### src/design/gb5_pkg.sv
// Shared types, constants and helper functions for the 5x5 Gaussian blur window.
package gb5_pkg;

    // Sizes
    localparam int unsigned MAX_WIDTH_DEF  = 2048;
    localparam int unsigned MAX_HEIGHT_DEF = 2048;
    localparam int unsigned SIZE_LIMIT     = 2048;
    localparam int unsigned MIN_INTERIOR   = 5;
    localparam int unsigned WIDTH_RESET    = 640;
    localparam int unsigned HEIGHT_RESET   = 480;

    // Field widths
    localparam int CH_W     = 8;
    localparam int CHANNELS = 3;
    localparam int PIX_W    = CH_W * CHANNELS;
    localparam int POS_W    = 11;
    localparam int SIZE_W   = 12;
    localparam int S_TDATA_W = PIX_W;
    localparam int M_TDATA_W = 48;
    localparam int PAD_W     = M_TDATA_W - 2 * POS_W - PIX_W;

    // Arithmetic widths: vertical 1,2,4,2,1 sum of 8-bit values is at most 2550,
    // full 5x5 sum at most 25500
    localparam int VS_W      = 12;
    localparam int HS_W      = 15;
    localparam int TAPS      = 5;
    localparam int LINE_ROWS = 4;

    // floor(x / 100) = (x * 5243) >> 19 for every x below 43690
    localparam int RECIP_W     = 13;
    localparam int RECIP_SHIFT = 19;
    localparam int PROD_W      = HS_W + RECIP_W;
    localparam logic [RECIP_W-1:0] RECIP = 13'd5243;

    // Configuration register indexes
    localparam int CFG_IDX_W = 2;
    typedef enum logic [CFG_IDX_W-1:0] {
        REG_IMAGE_WIDTH  = 2'd0,
        REG_IMAGE_HEIGHT = 2'd1
    } cfg_reg_t;

    typedef logic [CHANNELS-1:0][VS_W-1:0]  vsum_t;
    typedef logic [CHANNELS-1:0][HS_W-1:0]  hsum_t;
    typedef logic [CHANNELS-1:0][CH_W-1:0]  chan_t;
    // Slot 0 holds the row just above, slot 3 the row four above
    typedef logic [LINE_ROWS-1:0][PIX_W-1:0] line_word_t;

    // One pixel travelling down the pipeline
    typedef struct packed {
        logic [POS_W-1:0] row;
        logic [POS_W-1:0] col;
        logic [PIX_W-1:0] pix;
        logic             is_int;  // an interior result falls due
        logic             is_pt;   // the pixel itself passes through
    } item_t;

    // Size after the zero and oversize rules
    function automatic logic [SIZE_W-1:0] clamp_size(input logic [SIZE_W-1:0] v,
                                                    input int unsigned maxp);
        int unsigned lim;
        lim = (maxp < SIZE_LIMIT) ? maxp : SIZE_LIMIT;
        if (v == '0) begin
            return SIZE_W'(1);
        end else if (32'(v) > lim) begin
            return SIZE_W'(lim);
        end else begin
            return v;
        end
    endfunction

    // Kernel weight of a tap as a shift: 1,2,4,2,1
    function automatic int tap_shift(input int k);
        if (k == 2) begin
            return 2;
        end else if (k == 1 || k == 3) begin
            return 1;
        end else begin
            return 0;
        end
    endfunction

    // Weighted column sum: newest pixel plus the four stored rows above
    function automatic vsum_t vert_sum(input logic [PIX_W-1:0] pix, input line_word_t word);
        vsum_t res;
        for (int ch = 0; ch < CHANNELS; ch++) begin
            res[ch] = VS_W'(pix[ch*CH_W +: CH_W])
                    + (VS_W'(word[0][ch*CH_W +: CH_W]) << 1)
                    + (VS_W'(word[1][ch*CH_W +: CH_W]) << 2)
                    + (VS_W'(word[2][ch*CH_W +: CH_W]) << 1)
                    + VS_W'(word[3][ch*CH_W +: CH_W]);
        end
        return res;
    endfunction

endpackage

### src/design/gb5_scale.sv
// Divide-by-100 stage: multiply by the reciprocal and register the quotient per channel.
module gb5_scale (
    input  logic           aclk,
    input  logic           en,
    input  gb5_pkg::hsum_t sum_in,
    output gb5_pkg::chan_t quo_out
);

    logic [gb5_pkg::CHANNELS-1:0][gb5_pkg::PROD_W-1:0] prod;
    gb5_pkg::chan_t quo_reg;

    // Reciprocal multiply, one per channel
    always_comb begin
        for (int ch = 0; ch < gb5_pkg::CHANNELS; ch++) begin
            prod[ch] = gb5_pkg::PROD_W'(sum_in[ch]) * gb5_pkg::PROD_W'(gb5_pkg::RECIP);
        end
    end

    always_ff @(posedge aclk) begin
        if (en) begin
            for (int ch = 0; ch < gb5_pkg::CHANNELS; ch++) begin
                quo_reg[ch] <= prod[ch][gb5_pkg::RECIP_SHIFT +: gb5_pkg::CH_W];
            end
        end
    end

    assign quo_out = quo_reg;

endmodule

### config.mk
export PLATFORM = sky130hd
export DESIGN_NAME = gb5_scale
export DESIGN_NICKNAME = d
export VERILOG_FILES = /design/src/design/gb5_pkg.sv /design/src/design/gb5_scale.sv
export SDC_FILE = /design/constraint.sdc
export NUM_CORES = 1
export LEC_CHECK = 0
export ABC_AREA = 1
export BUFFER_PORTS_ARGS = -buffer_cell sky130_fd_sc_hd__buf_2
export CORE_UTILIZATION = 43
export CTS_CLUSTER_DIAMETER = 200
export DETAILED_ROUTE_END_ITERATION = 7
export GPL_TIMING_DRIVEN = 0
export SYNTH_ARGS = -nofsm -noshare
export SYNTH_HDL_FRONTEND = slang
export SYNTH_SLANG_ARGS = --single-unit
### constraint.sdc
create_clock -name aclk -period 6.66 [get_ports aclk]
set_input_delay 1.332 -clock aclk [delete_from_list [all_inputs] [get_ports aclk]]
set_output_delay 1.332 -clock aclk [all_outputs]
set_load 0.01 [all_outputs]
==> impl_results.md <==
* Final ANT Viol Nets at 0
* EDFF count, synth at 24
* Post-Place Worst Slack at 1170 ps
* WP data required at 6680 ps
* Total negative slack at 0 ps
* Clk buf depth at 2
* Maximum vdd ir drop at 185 uV
* Syn Area/Cell at 8.36 sq um
* Final hold violations at 0
* Leakage at 7.91 nW
* CTS tree: yes
* Post-cts sizing count at 0
* Reg clk slew, reported paths at 60 ps
* GRT Util Overall at 19.4%
* Final Instance Area at 0.0136 sq mm
* Clock network power share at 2.3%
* Met3 Use GR at 0.744%
* Startpoint types: input port
* Max_cap viols at 0
* Gr busiest metal: met2
* Fin worst setup slack at 1450 ps
* Largest area contributor in the netlist: fa_1
* Post-route insts no fill at 1,980
* Sequential share of the synthesized area at 5.66%
* Area growth syn-to-layout at 7.15%
* Maximum fanout along the worst path at 7
* Final Util at 47.1%
* Total grt overflow at 0
* Ratio of cells with drive above 1 in the final layout at 5.95%
* Die area at 0.0303 sq mm
* Met2 GRT Util at 34.3%
* Tot Pwr at 5.83 mW
* Nets at 2,142
* RSZ-0062 raised after global routing: no
* # diodes at 0
* Core ar. at 0.0289 sq mm
* Dpl cells at 1,976
* Initial DRC Count at 318
* Fillers at 2,863
* Gate power share at 92.1%
* H-Tree Depth at 1
* Hold slack at 1610 ps
* Post-CTS Hold Buffers at 0
* DIE WIDTH at 174 microns
* Via/cell ratio at 4.79
* CTS Sinks at 24
* CP Class: in2reg
* Prevailing post-synth register cell: edfxtp_1
* Die height at 174 microns
* Area of the multi-input gates at 0.0103 sq mm
* Net Count, Synth at 2,067
* Sequential share of power at 5.6%
* # setup viols final at 0
* Fmax at 192 MHz
* Synth top area share at 32.1%
* Initial core utilization at 44.0%
* Internal at 2.35 mW
* CP arrival at 5230 ps
* First-pass GRT wire length at 47,900 microns
* Sequential standard cell area at 721 sq um
* Worst slew margin at 60.5%
* Met1 Use GR at 26.9%
* Row Count at 62
* # Post-CTS Setup Buffers at 0
* Yosys warns at 0
* Vias in the first global route at 10,114
* Placed standard-cell area at 0.0136 sq mm
* PortBufs at 70
* Clk root buf: clkbuf_16
* Run status: completed
* Largest cells by area after synthesis: fa_1 32%, ha_1 29%, inv_1 13%, nand2_1 7.3%, edfxtp_1 5.7%
* Switching pwr at 3.49 mW
* Fraction of the cycle the final worst path needs at 78.3%
* PwrDens at 428 mW/mm^2
* Flip-flop count of the largest register after layout at 24
* Ports at 71
* Max-slew violations at 0
* Mapped cell area at 0.0127 sq mm
* Slew @ Worst Pin at 592 ps
* Switching share of power at 59.8%
* Detailed Place HPWL at 25,400 microns
* Netlist cell types at 32
* Remaining routing DRC violations at 0
* Wirelength, routed at 27,200 microns
* Antenna violations before repair at 0
* Vias at 9,480
* TritonCTS buffer count at 3
* Synth Instances at 1,522
* Final Critical Period at 5210 ps
* Crit. End Element: register
* Hold Path Class: in2reg
* Drt pass-1 iters at 5
* Ys async rst share at 0%
* GP Congestion at 0.890
* Number of synthesized register bits at 24
* WL per Instance at 13.8 microns
* Largest net degree at the start of global routing at 25
worst max-delay path, cell delays in order:
cell and delay [ps]:
buf_2 180, fa_1 500, ha_1 280, inv_1 50, fa_1 550, fa_1 430, fa_1 520, inv_1 50
ha_1 310, a21oi_1 270, a21boi_0 340, nor2_1 70, nor2_1 140, nand3_1 90, nand2_1 60, nand2_1 40
power groups by stage:
| stage | logic [mW] | clock network (mW) | registers (mW) |
|---|---|---|---|
| global route | 6.28 | 0.143 | 0.333 |
| floorplan | 3.99 | 0 | 0.358 |
| global placement | 5.35 | 0 | 0.330 |
| detailed placement | 5.36 | 0 | 0.329 |
| CTS | 5.42 | 0.138 | 0.327 |
| finish | 5.38 | 0.134 | 0.324 |
kinds of logic after synthesis:
logic type / after synthesis / share of synthesized area (%)
flip-flops: 24 / 5.66
AND/OR/NAND/NOR: 426 / 14.4
buffers and inverters: 450 / 13.3
AO/OA/AOI/OAI: 116 / 5.10
adder cells (fa/ha/maj): 498 / 61.0
XOR/XNOR: 8 / 0.551
cell usage after synthesis (2+ instances only):
master and count:
nor2_1 70, nand3_1 47, o21bai_1 7, inv_2 3
xor2_1 4, nor3_1 11, a31oi_1 3, o21ai_0 28
inv_1 447, edfxtp_1 24, or2_2 3, fa_1 204
nand2_2 4, nor2_2 7, nand2_1 246, a21boi_0 5
o21a_1 7, ha_1 294, a21oi_1 56, o21ai_1 3
a21o_1 7, nor3b_2 2, nand4_1 28, xnor2_1 4
layer usage:
metal | up-vias | wire [microns]
met5 | - | 0
li1 | 4846 | -
met2 | 135 | 12900
met4 | 0 | 289
met3 | 15 | 748
met1 | 4484 | 13300
path summary, 6_finish.rpt:
| check | slack, ps | from | depth (start not counted) | end |
|---|---|---|---|---|
| worst min-delay path | 1610 | en | 1 | quo_out[1] |
| worst max-delay path | 1450 | sum_in[12] | 16 | quo_out[4] |
placed cells by master, fill, tap and decap left out, types with 24 or more instances in the layout:
cell type / n
a21oi_1: 56
buf_2: 70
edfxtp_1: 24
fa_1: 204
ha_1: 294
inv_1: 447
nand2_1: 246
nand3_1: 47
nand4_1: 28
nor2_1: 70
o21ai_0: 28
layout make-up:
cell class,instances,share of cell area (%)
Multi-Input combinational cell,1048,75.7
Inverter,450,12.4
Sequential cell,24,5.29
Tap cell,384,3.52
Timing Repair Buffer,70,2.57
Clock buffer,3,0.551
Clock inverter,1,0.0275
No activity file was read; power rests on OpenSTA's default activity.
