File: src/design/gb5_pkg.sv
// Shared types, constants and helper functions for the 5x5 Gaussian blur window.
package gb5_pkg;

    // Sizes
    localparam int unsigned MAX_WIDTH_DEF  = 2048;
    localparam int unsigned MAX_HEIGHT_DEF = 2048;
    localparam int unsigned SIZE_LIMIT     = 2048;
    localparam int unsigned MIN_INTERIOR   = 5;
    localparam int unsigned WIDTH_RESET    = 640;
    localparam int unsigned HEIGHT_RESET   = 480;

    // Field widths
    localparam int CH_W     = 8;
    localparam int CHANNELS = 3;
    localparam int PIX_W    = CH_W * CHANNELS;
    localparam int POS_W    = 11;
    localparam int SIZE_W   = 12;
    localparam int S_TDATA_W = PIX_W;
    localparam int M_TDATA_W = 48;
    localparam int PAD_W     = M_TDATA_W - 2 * POS_W - PIX_W;

    // Arithmetic widths: vertical 1,2,4,2,1 sum of 8-bit values is at most 2550,
    // full 5x5 sum at most 25500
    localparam int VS_W      = 12;
    localparam int HS_W      = 15;
    localparam int TAPS      = 5;
    localparam int LINE_ROWS = 4;

    // floor(x / 100) = (x * 5243) >> 19 for every x below 43690
    localparam int RECIP_W     = 13;
    localparam int RECIP_SHIFT = 19;
    localparam int PROD_W      = HS_W + RECIP_W;
    localparam logic [RECIP_W-1:0] RECIP = 13'd5243;

    // Configuration register indexes
    localparam int CFG_IDX_W = 2;
    typedef enum logic [CFG_IDX_W-1:0] {
        REG_IMAGE_WIDTH  = 2'd0,
        REG_IMAGE_HEIGHT = 2'd1
    } cfg_reg_t;

    typedef logic [CHANNELS-1:0][VS_W-1:0]  vsum_t;
    typedef logic [CHANNELS-1:0][HS_W-1:0]  hsum_t;
    typedef logic [CHANNELS-1:0][CH_W-1:0]  chan_t;
    // Slot 0 holds the row just above, slot 3 the row four above
    typedef logic [LINE_ROWS-1:0][PIX_W-1:0] line_word_t;

    // One pixel travelling down the pipeline
    typedef struct packed {
        logic [POS_W-1:0] row;
        logic [POS_W-1:0] col;
        logic [PIX_W-1:0] pix;
        logic             is_int;  // an interior result falls due
        logic             is_pt;   // the pixel itself passes through
    } item_t;

    // Size after the zero and oversize rules
    function automatic logic [SIZE_W-1:0] clamp_size(input logic [SIZE_W-1:0] v,
                                                    input int unsigned maxp);
        int unsigned lim;
        lim = (maxp < SIZE_LIMIT) ? maxp : SIZE_LIMIT;
        if (v == '0) begin
            return SIZE_W'(1);
        end else if (32'(v) > lim) begin
            return SIZE_W'(lim);
        end else begin
            return v;
        end
    endfunction

    // Kernel weight of a tap as a shift: 1,2,4,2,1
    function automatic int tap_shift(input int k);
        if (k == 2) begin
            return 2;
        end else if (k == 1 || k == 3) begin
            return 1;
        end else begin
            return 0;
        end
    endfunction

    // Weighted column sum: newest pixel plus the four stored rows above
    function automatic vsum_t vert_sum(input logic [PIX_W-1:0] pix, input line_word_t word);
        vsum_t res;
        for (int ch = 0; ch < CHANNELS; ch++) begin
            res[ch] = VS_W'(pix[ch*CH_W +: CH_W])
                    + (VS_W'(word[0][ch*CH_W +: CH_W]) << 1)
                    + (VS_W'(word[1][ch*CH_W +: CH_W]) << 2)
                    + (VS_W'(word[2][ch*CH_W +: CH_W]) << 1)
                    + VS_W'(word[3][ch*CH_W +: CH_W]);
        end
        return res;
    endfunction

endpackage

File: src/design/gb5_cell.sv
// One horizontal tap of the window: adds its weighted column sum to the partial sum passed in.
module gb5_cell #(
    parameter int TAP_SHIFT = 0
) (
    input  logic           aclk,
    input  logic           en,
    input  gb5_pkg::hsum_t acc_in,
    input  gb5_pkg::vsum_t v_in,
    output gb5_pkg::hsum_t acc_out
);

    gb5_pkg::hsum_t acc_reg;
    gb5_pkg::hsum_t acc_next;

    // Partial sum from the left neighbour plus this tap's share
    always_comb begin
        for (int ch = 0; ch < gb5_pkg::CHANNELS; ch++) begin
            acc_next[ch] = acc_in[ch] + (gb5_pkg::HS_W'(v_in[ch]) << TAP_SHIFT);
        end
    end

    // Moves only when a new column enters the window
    always_ff @(posedge aclk) begin
        if (en) begin
            acc_reg <= acc_next;
        end
    end

    assign acc_out = acc_reg;

endmodule

File: config.mk
export PLATFORM = sky130hd
export DESIGN_NAME = gb5_cell
export DESIGN_NICKNAME = d
export VERILOG_FILES = /design/src/design/gb5_pkg.sv /design/src/design/gb5_cell.sv
export SDC_FILE = /design/constraint.sdc
export NUM_CORES = 1
export LEC_CHECK = 0
export BUFFER_PORTS_ARGS = -buffer_cell sky130_fd_sc_hd__buf_2
export CAP_MARGIN = 20
export CORE_ASPECT_RATIO = 1.1
export CORE_MARGIN = 1.5
export CORE_UTILIZATION = 45
export CTS_BUF_LIST = sky130_fd_sc_hd__clkbuf_4
export DETAILED_ROUTE_END_ITERATION = 6
export PLACE_DENSITY = 0.88
export SETUP_SLACK_MARGIN = 0.15
export SLEW_MARGIN = 5
export SYNTH_ARGS = -nofsm -noshare
export SYNTH_HDL_FRONTEND = slang
export SYNTH_SLANG_ARGS = --single-unit
File: constraint.sdc
create_clock -name aclk -period 2.55 [get_ports aclk]
set_input_delay 0.51 -clock aclk [delete_from_list [all_inputs] [get_ports aclk]]
set_output_delay 0.51 -clock aclk [all_outputs]
set_load 0.02 [all_outputs]
==> flow_summary.yaml, run 1 <==
logic_synthesis:
  synth_flop_cell: "edfxtp_1"
  synth_largest_area_cell: "edfxtp_1"
  synthTopCellsByArea: "edfxtp_1 (44%), ha_1 (15%), xnor2_1 (6.6%), a21oi_1 (4.8%), xor2_1 (3.4%)"
  synth-edff-count: 45
  synthDistinctLibCells: 35
  synth_nets: 396
  netlist_instances: 274
  yosysTopAreaCellShare: 0.4424
  ys_warn_count: 0
  ys_seq_area_frac: 0.4424
  ys_async_sr_fraction: 0
  netlist_area_um2: 3054
  ys_ff_latch: 45
  syn_area_per_cell_um2: 11.15
cts:
  clock-sinks: 45
  clockBufferDepth: 2
  cts-root-buf: "clkbuf_4"
  cts_tree: "built"
  clk_pin_slew_ns: 0.13
  cts-htree-levels: 2
  cts-buffers-inserted: 5
die:
  die_h_um: 89.41
  core-area_um2: 6594
  ios: 128
  dieArea_um2: 7291
  dieWidth_um: 81.55
  num_rows: 31
  initial_utilization: 0.4632
power_and_ir_drop:
  vdd.ir_drop.worst_v: 0.0002352
  power_w: 0.002118
  power-per-cell-area_nw_per_um2: 537.6
  leakage_nw: 1.793
worst_setup_path:
  crit_required_ns: 2.67
  crit_family: "compound AO/OA/AOI/OAI gates"
  end_kind: "flop"
  path_cells: "buf_2 > ha_2 > fa_2 > a211oi_2 > o21bai_1 > a2111o_1 > a31o_1 > a21oi_2 > xnor2_1"
  critPathLaunchType: "input pin"
  slowest_delay_ns: 0.39
  path_buf_inv: 1
  crit_type: "in -> reg"
  critPathArrivalTime_ns: 2.29
  crit_fanout: 2
  crit_slowest_cell: "a2111o_1"
sta:
  tightest_slew_ns: 0.5205
  finalSetupViolations: 0
  maxSlewHeadroom: 0.6530
  rsz0062_at_grt: "false"
  slew_viol_final: 0
  layout_min_cycle_time_ns: 2.174
  finalCritPeriodShare: 0.8524
  max_freq_ghz: 0.4601
  hold_viol: 0
finish:
  final_common_cell: "buf_2"
  final_nets: 540
  largest_register_ffs: 45
  area_growth_pct: 28.96
  fin_util: 0.5973
  layout_common_cells: "buf_2 (127), edfxtp_1 (45), ha_1 (35)"
  drive_gt1_frac: 0.3612
  diodes: 0
worst_hold_path:
  min_path_type: "in -> reg"
placed_design:
  portBuffers: 127
  routabilityCongestion: 0.8911
  dp.final_hpwl_mm: 5.988
routing:
  wirelength_mm: 7.205
  antenna_left: 0
  remaining_drc_errors: 0
  drt-initial-drc-count: 86
  wl_per_cell_um: 14.41
  dr.pass1.iters: 5
  viasPerCell: 5.482
  vias: 2741
global_routing:
  grt_first_pass_wirelength_mm: 11.00
  overflow: 0
  grt_use_total: 0.1963
  first_global_vias: 2560
  antenna_found_initial: 0
  grt_max_degree: 25
job:
  maxCapViolCount: 0
run_status:
  status: "completed"
[report_power, final]
part           switching, W  internal [W]  leakage, nW
combinational      0.000462      0.000335         1.32
sequential        0.0000275      0.000958        0.441
clock              0.000223      0.000111       0.0292
total              0.000713       0.00140         1.79
[repair_timing]
action                     4_1_cts  5_1_grt
hold buffers                     0        0
gates resized for setup          0        1
hold endpoints to repair         0        0
buffers inserted                 0        0
setup endpoints to repair        0        2
[area by class of cell]
type,instances,area [um2]
fill,570,2655
multi-input combinational,224,1694
sequential,45,1351
timing repair buffer,137,723.2
tap,82,102.6
clock buffer,6,45.04
inverter,5,18.77
clock inverter,1,3.754
[through the flow]
stage               area (um2)  setup TNS, ns  setup WS [ns]  hold slack, ns  instances
global route              3939              0         0.2338          0.4167        500
CTS                       3934              0         0.2968          0.4309        500
finish                    3939              0         0.3765          0.4420        500
floorplan                 3059              0         0.1549          0.6225        274
detailed placement        3885        -0.1729       -0.09412          0.8010        493
global placement          3885              0        0.03930          0.7992        493
[kinds of logic after synthesis]
| logic type | synth area share |
|---|---|
| flip-flops | 0.4424 |
| AND/OR/NAND/NOR | 0.07948 |
| AO/OA/AOI/OAI | 0.2044 |
| buffers and inverters | 0.006146 |
| XOR/XNOR | 0.1004 |
| adder cells (fa/ha/maj) | 0.1671 |
[synth_stat cells, types with 2 or more instances]
master / instances
fa_1: 3
o31ai_1: 4
a211o_1: 2
a211oi_1: 8
nor3_1: 4
xor2_1: 12
o211ai_1: 3
o21ai_0: 17
inv_1: 5
a21oi_1: 29
nor2_1: 22
o21bai_1: 4
a21o_1: 13
xnor2_1: 23
a21o_2: 2
edfxtp_1: 45
nor2b_1: 3
nand3_1: 9
nand2_1: 13
o21a_1: 2
ha_1: 36
nand4_1: 2
[per-layer routing]
metal  vias up  wire length, um  GRT usage
met5         -                0          0
met4         0              317    0.09875
met3        27              330    0.02857
met2       103             3930     0.3711
met1      1265             2627     0.2099
li1       1346                -          -
[path summary, 6_finish.rpt]
| kind | cells after the start | startpoint | slack [ns] | to |
|---|---|---|---|---|
| setup / recovery | 9 | acc_in[30] | 0.38 | acc_out[40]$_DFFE_PP_ |
| hold / removal | 2 | v_in[0] | 0.44 | acc_out[0]$_DFFE_PP_ |
No activity file was read; power rests on OpenSTA's default activity.
==> run 2, diff against run 1 <==
--- a/config.mk
+++ b/config.mk
@@ -12,7 +12,7 @@
 export CORE_UTILIZATION = 45
 export CTS_BUF_LIST = sky130_fd_sc_hd__clkbuf_4
 export DETAILED_ROUTE_END_ITERATION = 6
-export PLACE_DENSITY = 0.88
+export PLACE_DENSITY = 0.79
 export SETUP_SLACK_MARGIN = 0.15
 export SLEW_MARGIN = 5
 export SYNTH_ARGS = -nofsm -noshare
==> flow_summary.yaml, run 2 (synthesis gave the netlist of run 1 again) <==
die:
  dieWidth_um: 81.55
  dieArea_um2: 7291
  initial_utilization: 0.4632
  core-area_um2: 6594
  die_h_um: 89.41
  ios: 128
  num_rows: 31
finish:
  drive_gt1_frac: 0.3551
  final_nets: 536
  largest_register_ffs: 45
  diodes: 0
  final_common_cell: "buf_2"
  area_growth_pct: 28.19
  layout_common_cells: "buf_2 (127), edfxtp_1 (45), ha_1 (35)"
  fin_area_um2: 3915
  fin_util: 0.5937
  fillers: 575
placed_design:
  routabilityCongestion: 0.8407
  pre_cts_ws_ns: -0.02079
  portBuffers: 127
  dp.final_hpwl_mm: 5.538
  dpl_cell_area_um2: 3842
routing:
  wirelength_mm: 6.712
  drt-initial-drc-count: 124
  wl_per_cell_um: 13.53
  antenna_left: 0
  dr.pass1.iters: 4
  vias: 2601
  remaining_drc_errors: 0
  viasPerCell: 5.244
sta:
  slew_viol_final: 0
  rsz0062_at_grt: "false"
  hold_viol: 0
  tightest_slew_ns: 0.5803
  finalCritPeriodShare: 0.8748
  maxSlewHeadroom: 0.6132
  fin_ws_ns: 0.3192
  finalSetupViolations: 0
  max_freq_ghz: 0.4483
  layout_min_cycle_time_ns: 2.231
worst_setup_path:
  critPathLaunchType: "input pin"
  crit_required_ns: 2.65
  crit_type: "in -> reg"
  crit_fanout: 3
  critPathArrivalTime_ns: 2.33
  end_kind: "flop"
power_and_ir_drop:
  power-per-cell-area_nw_per_um2: 559.2
  power_w: 0.002189
  leakage_nw: 1.780
  vdd.ir_drop.worst_v: 0.0002815
job:
  maxCapViolCount: 0
cts:
  clk_pin_slew_ns: 0.14
  post_cts_buffers: 0
  cts-root-buf: "clkbuf_4"
  cts-htree-levels: 2
  cts_tree: "built"
  postCtsHoldBufs: 0
  cts-buffers-inserted: 5
  clock-sinks: 45
  clockBufferDepth: 2
  ctsResizeCount: 0
worst_hold_path:
  min_path_type: "in -> reg"
global_routing:
  grt_use_total: 0.1835
  antenna_found_initial: 0
  grt_first_pass_wirelength_mm: 10.36
  first_global_vias: 2391
  overflow: 0
  grt_max_degree: 46
run_status:
  status: "completed"
-- run 2: where the power goes --
| part | internal (W) | switching [W] |
|---|---|---|
| clock network | 0.000200 | 0.000229 |
| registers | 0.000958 | 0.0000233 |
| logic | 0.000325 | 0.000453 |
| total | 0.00148 | 0.000705 |
-- run 2: final cells by class --
cell class | instances | area (um2) | share of cell area
timing repair buffer | 133 | 680.7 | 0.1739
tap | 82 | 102.6 | 0.02621
multi-input combinational | 224 | 1689 | 0.4314
clock inverter | 2 | 35.03 | 0.008949
sequential | 45 | 1351 | 0.3452
clock buffer | 5 | 37.54 | 0.009588
inverter | 5 | 18.77 | 0.004794
-- run 2: final timing paths --
path / from / end / slack (ns) / cells past startpoint
min: v_in[0] / acc_out[0]$_DFFE_PP_ / 0.44 / 2
max: acc_in[30] / acc_out[40]$_DFFE_PP_ / 0.32 / 9
-- run 2: worst max-delay path: stages --
cell	delay, ns
buf_2	0.10
ha_2	0.20
fa_2	0.39
a211oi_2	0.21
o21bai_1	0.11
a2111o_1	0.38
a31o_1	0.22
a21oi_2	0.14
xnor2_1	0.07
-- run 2: metrics by stage --
| step | cells | TNS [ns] | hold slack, ns |
|---|---|---|---|
| 2_1_floorplan | 274 | 0 | 0.6225 |
| 3_3_place_gp | 489 | -0.0008997 | 0.7959 |
| 3_5_place_dp | 489 | -0.02079 | 0.8032 |
| 4_1_cts | 496 | 0 | 0.4235 |
| 5_1_grt | 496 | 0 | 0.4053 |
| 6_report | 496 | 0 | 0.4378 |
-- run 2: metal layers --
layer / track usage / vias up / share of wire
li1: - / 1330 / -
met1: 0.2085 / 1198 / 0.39
met2: 0.3516 / 67 / 0.55
met3: 0.03061 / 6 / 0.045
met4: 0.04702 / 0 / 0.011
met5: 0 / - / 0
